`src/hdl/ffra_pkg.sv`:
```
// Package with shared types and constants for the first-fit range allocator.
package ffra_pkg;

  localparam int unsigned MaxFreeRangesDefault = 64;
  localparam int unsigned AddrWidthDefault     = 32;
  localparam logic [31:0] CapacityReset        = 32'd1048576;

  typedef enum logic [1:0] {
    MODE_ALLOC = 2'd0,
    MODE_FREE  = 2'd1,
    MODE_INIT  = 2'd2,
    MODE_NONE  = 2'd3
  } mode_t;

  typedef enum logic [1:0] {
    ST_OK         = 2'd0,
    ST_NO_FIT     = 2'd1,
    ST_TABLE_FULL = 2'd2
  } status_t;

  typedef enum logic [3:0] {
    S_IDLE,
    S_SCAN_RD,
    S_SCAN,
    S_DECIDE,
    S_SHIFT_RD,
    S_SHIFT_WR,
    S_FINISH,
    S_RESP
  } state_t;

endpackage

```
`src/hdl/ffra_table.sv`:
```
// Free-range table memory: offset and size, one write and one read port.
module ffra_table #(
  parameter int unsigned Depth = ffra_pkg::MaxFreeRangesDefault,
  parameter int unsigned Aw    = ffra_pkg::AddrWidthDefault,
  localparam int unsigned Iw   = (Depth > 1) ? $clog2(Depth) : 1
) (
  input  logic          clk,
  input  logic          we,
  input  logic [Iw-1:0] waddr,
  input  logic [Aw-1:0] woff,
  input  logic [Aw-1:0] wsize,
  input  logic [Iw-1:0] raddr,
  output logic [Aw-1:0] roff,
  output logic [Aw-1:0] rsize
);

  logic [2*Aw-1:0] mem [Depth];

  always_ff @(posedge clk) begin
    if (we) begin
      mem[waddr] <= {woff, wsize};
    end
    {roff, rsize} <= mem[raddr];
  end

endmodule

```
`config.mk`:
```
export PLATFORM = sky130hd
export DESIGN_NAME = ffra_table
export DESIGN_NICKNAME = d
export VERILOG_FILES = /design/src/hdl/ffra_pkg.sv /design/src/hdl/ffra_table.sv
export SDC_FILE = /design/constraint.sdc
export NUM_CORES = 2
export LEC_CHECK = 0
export BUFFER_PORTS_ARGS = -buffer_cell sky130_fd_sc_hd__buf_2
export CAP_MARGIN = 20
export CORE_MARGIN = 2
export CORE_UTILIZATION = 50
export DETAILED_ROUTE_END_ITERATION = 10
export HOLD_SLACK_MARGIN = 0.08
export MAX_ROUTING_LAYER = met4
export PLACE_DENSITY = 0.72
export SLEW_MARGIN = 20
export SYNTH_ARGS = -nofsm -noshare
export SYNTH_HDL_FRONTEND = slang
export SYNTH_SLANG_ARGS = --single-unit
```
`constraint.sdc`:
```
create_clock -name clk -period 9.2 [get_ports clk]
set_clock_uncertainty 0.2 [all_clocks]
set_input_delay 1.84 -clock clk [delete_from_list [all_inputs] [get_ports clk]]
set_output_delay 1.84 -clock clk [all_outputs]
set_load 0.005 [all_outputs]
```
==> flow_summary.json <==
{
  "cts_setup_buffers": 0,
  "grt_max_degree": 117,
  "globalRoute.busiestLayer": "met2",
  "drc": 0,
  "core_area_um2": 311000,
  "clkPwrFrac": 0.416,
  "drt-total-wl_mm": 415,
  "synth-main-ff-cell": "edfxtp_1",
  "synthToLayoutAreaGrowth_pct": 12.6,
  "ys_warn_count": 0,
  "vias_per_cell": 6.63,
  "synth_edf_count": 4096,
  "preCtsSetupSlack_ns": 3.65,
  "seqPwrFrac": 0.538,
  "power_switching_w": 0.00819,
  "cp-start-kind": "input port",
  "vias": 75800,
  "timing.setup.tns_ns": 0,
  "postCtsHoldBufs": 0,
  "tightest_slew_ns": 1.26,
  "start_util": 0.502,
  "hp-class": "flip-flop to flip-flop",
  "switching_share": 0.209,
  "critical_path_arrival_ns": 4.95,
  "worstSetupPathType": "input port to flip-flop",
  "die_area_um2": 317000,
  "postRouteAntennaNets": 0,
  "power.density_nw_per_um2": 223,
  "numCtsBuffers": 394,
  "ys_types": 33,
  "cp_top_family": "simple AND/OR/NAND/NOR gates",
  "setup_viol": 0,
  "root_buffer": "clkbuf_16",
  "layout_commonest_cell": "edfxtp_1",
  "max-cap-violations": 0,
  "fin_ws_ns": 4.59,
  "fin_nets": 7031,
  "syn_avg_cell_area_um2": 23.7,
  "portBuffers": 141,
  "synthArstFlopShare": 0,
  "die_w_um": 563,
  "cts-resized-gates": 0,
  "fmax_ghz": 0.217,
  "htreeDepth": 5,
  "slowest_stage": "nor2_4",
  "ys_ff_latch": 4160,
  "cp_cell_sequence": "buf_2 -> nor2b_1 -> nand3_1 -> nor2_4 -> buf_4 -> buf_4",
  "grt_setup_unrepaired": "no",
  "power_leakage_nw": 54.6,
  "gr-total-overflow": 0,
  "hpwl_mm": 216,
  "cp-end-kind": "flip-flop",
  "report.power.total_w": 0.0392,
  "nFillCells": 21800,
  "use_met3": 0.0449,
  "crit_buf_inv": 3,
  "grt_first_pass_wirelength_mm": 583,
  "finalWeightedCongestion": 0.839,
  "wl_per_cell_um": 36.3,
  "drive_gt1_frac": 0.279,
  "postSynthCellCount": 6598,
  "cp_max_fo": 31,
  "relSlewSlack": 0.159,
  "grt_pass1_vias": 75900,
  "vdd_drop_max_v": 0.000249,
  "cts_tree": "yes",
  "drtPass1Iterations": 6,
  "final_cell_mix": "edfxtp_1 (4,096), mux4_2 (1,024), clkbuf_16 (398)",
  "required_ns": 9.54,
  "synth_fp_nets": 6676,
  "clock-sinks": 4160,
  "antenna_found_initial": 29,
  "fin_crit_sh": 0.501,
  "cts_buffer_depth": 4,
  "crit_top_cell": "buf_4",
  "p_int_w": 0.0310,
  "grt_use_met1": 0.356,
  "min_period_ns": 4.61,
  "slowest_delay_ns": 0.72,
  "status": "complete, no violations",
  "maxSlewViolCount": 0,
  "io_pins": 142,
  "drtIter0Drc": 11400,
  "track_usage": 0.270,
  "hold_viol_final": 0,
  "fp.dieH_um": 563,
  "rows": 205,
  "synth_area_um2": 156000,
  "clk_pin_slew_ns": 0.06,
  "use_met2": 0.424,
  "clk_latency_ns": 0.94,
  "ys_seq_area_frac": 0.795,
  "combPwrFrac": 0.046
}
## routing by layer
metal,routed length [um],vias up
met3,44600,856
met4,18200,0
met1,149000,40700
met2,204000,5133
li1,-,29200
met5,0,-
## flip-flops by register name, indices dropped and copies added, names as in the netlist
signal / cells
rsize: 32
roff: 32
mem: 4096
## power by group through the flow
stage	sequential [W]	combinational [W]	clock, W
finish	0.0211	0.00178	0.0163
global route	0.0211	0.00187	0.0171
CTS	0.0211	0.00178	0.0164
detailed placement	0.0215	0.00177	0
global placement	0.0215	0.00173	0
floorplan	0.0214	0.000977	0
## metrics by stage
stage	hold slack, ns	area [um^2]	std cells	utilization
floorplan	0.588	156000	6598	-
global placement	0.636	163000	10700	0.523
detailed placement	0.660	163000	10700	0.523
CTS	0.679	176000	11400	0.564
global route	0.723	176000	11400	0.565
finish	0.671	176000	11400	0.565
## worst paths after layout
path,start,end,slack (ns),depth (start not counted)
worst max-delay path,waddr[2],mem[37][29]$_DFFE_PP_,4.59,6
worst min-delay path,mem[55][46]$_DFFE_PP_,roff[14]$_DFF_P_,0.67,4
worst max register to register,mem[36][44]$_DFFE_PP_,roff[12]$_DFF_P_,6.86,4
worst min register to register,mem[55][46]$_DFFE_PP_,roff[14]$_DFF_P_,0.67,4
## tightest hold or removal path: stages, from the launching register on
cell and delay [ns]:
edfxtp_1 0.31, mux4_2 0.22, a22oi_1 0.06, nand3_1 0.10, and3_1 0.16
## layout make-up
| cell class | count | area (um^2) | share of cell area |
|---|---|---|---|
| inverters | 19 | 71.3 | 0.000405 |
| diodes | 23 | 57.6 | 0.000327 |
| clock inverters | 217 | 2390 | 0.0136 |
| well taps | 4140 | 5180 | 0.0294 |
| flip-flops and latches | 4160 | 124000 | 0.706 |
| clock buffers | 500 | 10500 | 0.0597 |
| multi-input cells | 2049 | 30800 | 0.175 |
| repair buffers | 329 | 2720 | 0.0155 |
## cell families after synthesis
group                  synth area share
multiplexers                      0.156
flip-flops                        0.795
AND/OR/NAND/NOR                  0.0124
AO/OA/AOI/OAI                    0.0248
buffers and inverters            0.0118
## synth_stat cells (all sizes together) (3+ instances only)
cell type,number,area (um^2)
o221ai,38,333
and2,3,18.8
mux2i,135,1350
a31oi,18,113
clkbuf,140,526
inv,19,71.3
a41oi,26,228
nand2b,11,68.8
a22o,88,771
or3,29,181
nand2,58,218
dfxtp,64,1280
a22oi,168,1260
and3,64,400
mux4,1024,23100
or2,28,175
buf,230,1250
nor2,112,420
o22ai,83,519
nor2b,28,175
edfxtp,4096,123000
nand3,45,225
a211oi,63,473
a2bb2oi,19,166
(Power assumes the default switching activity.)
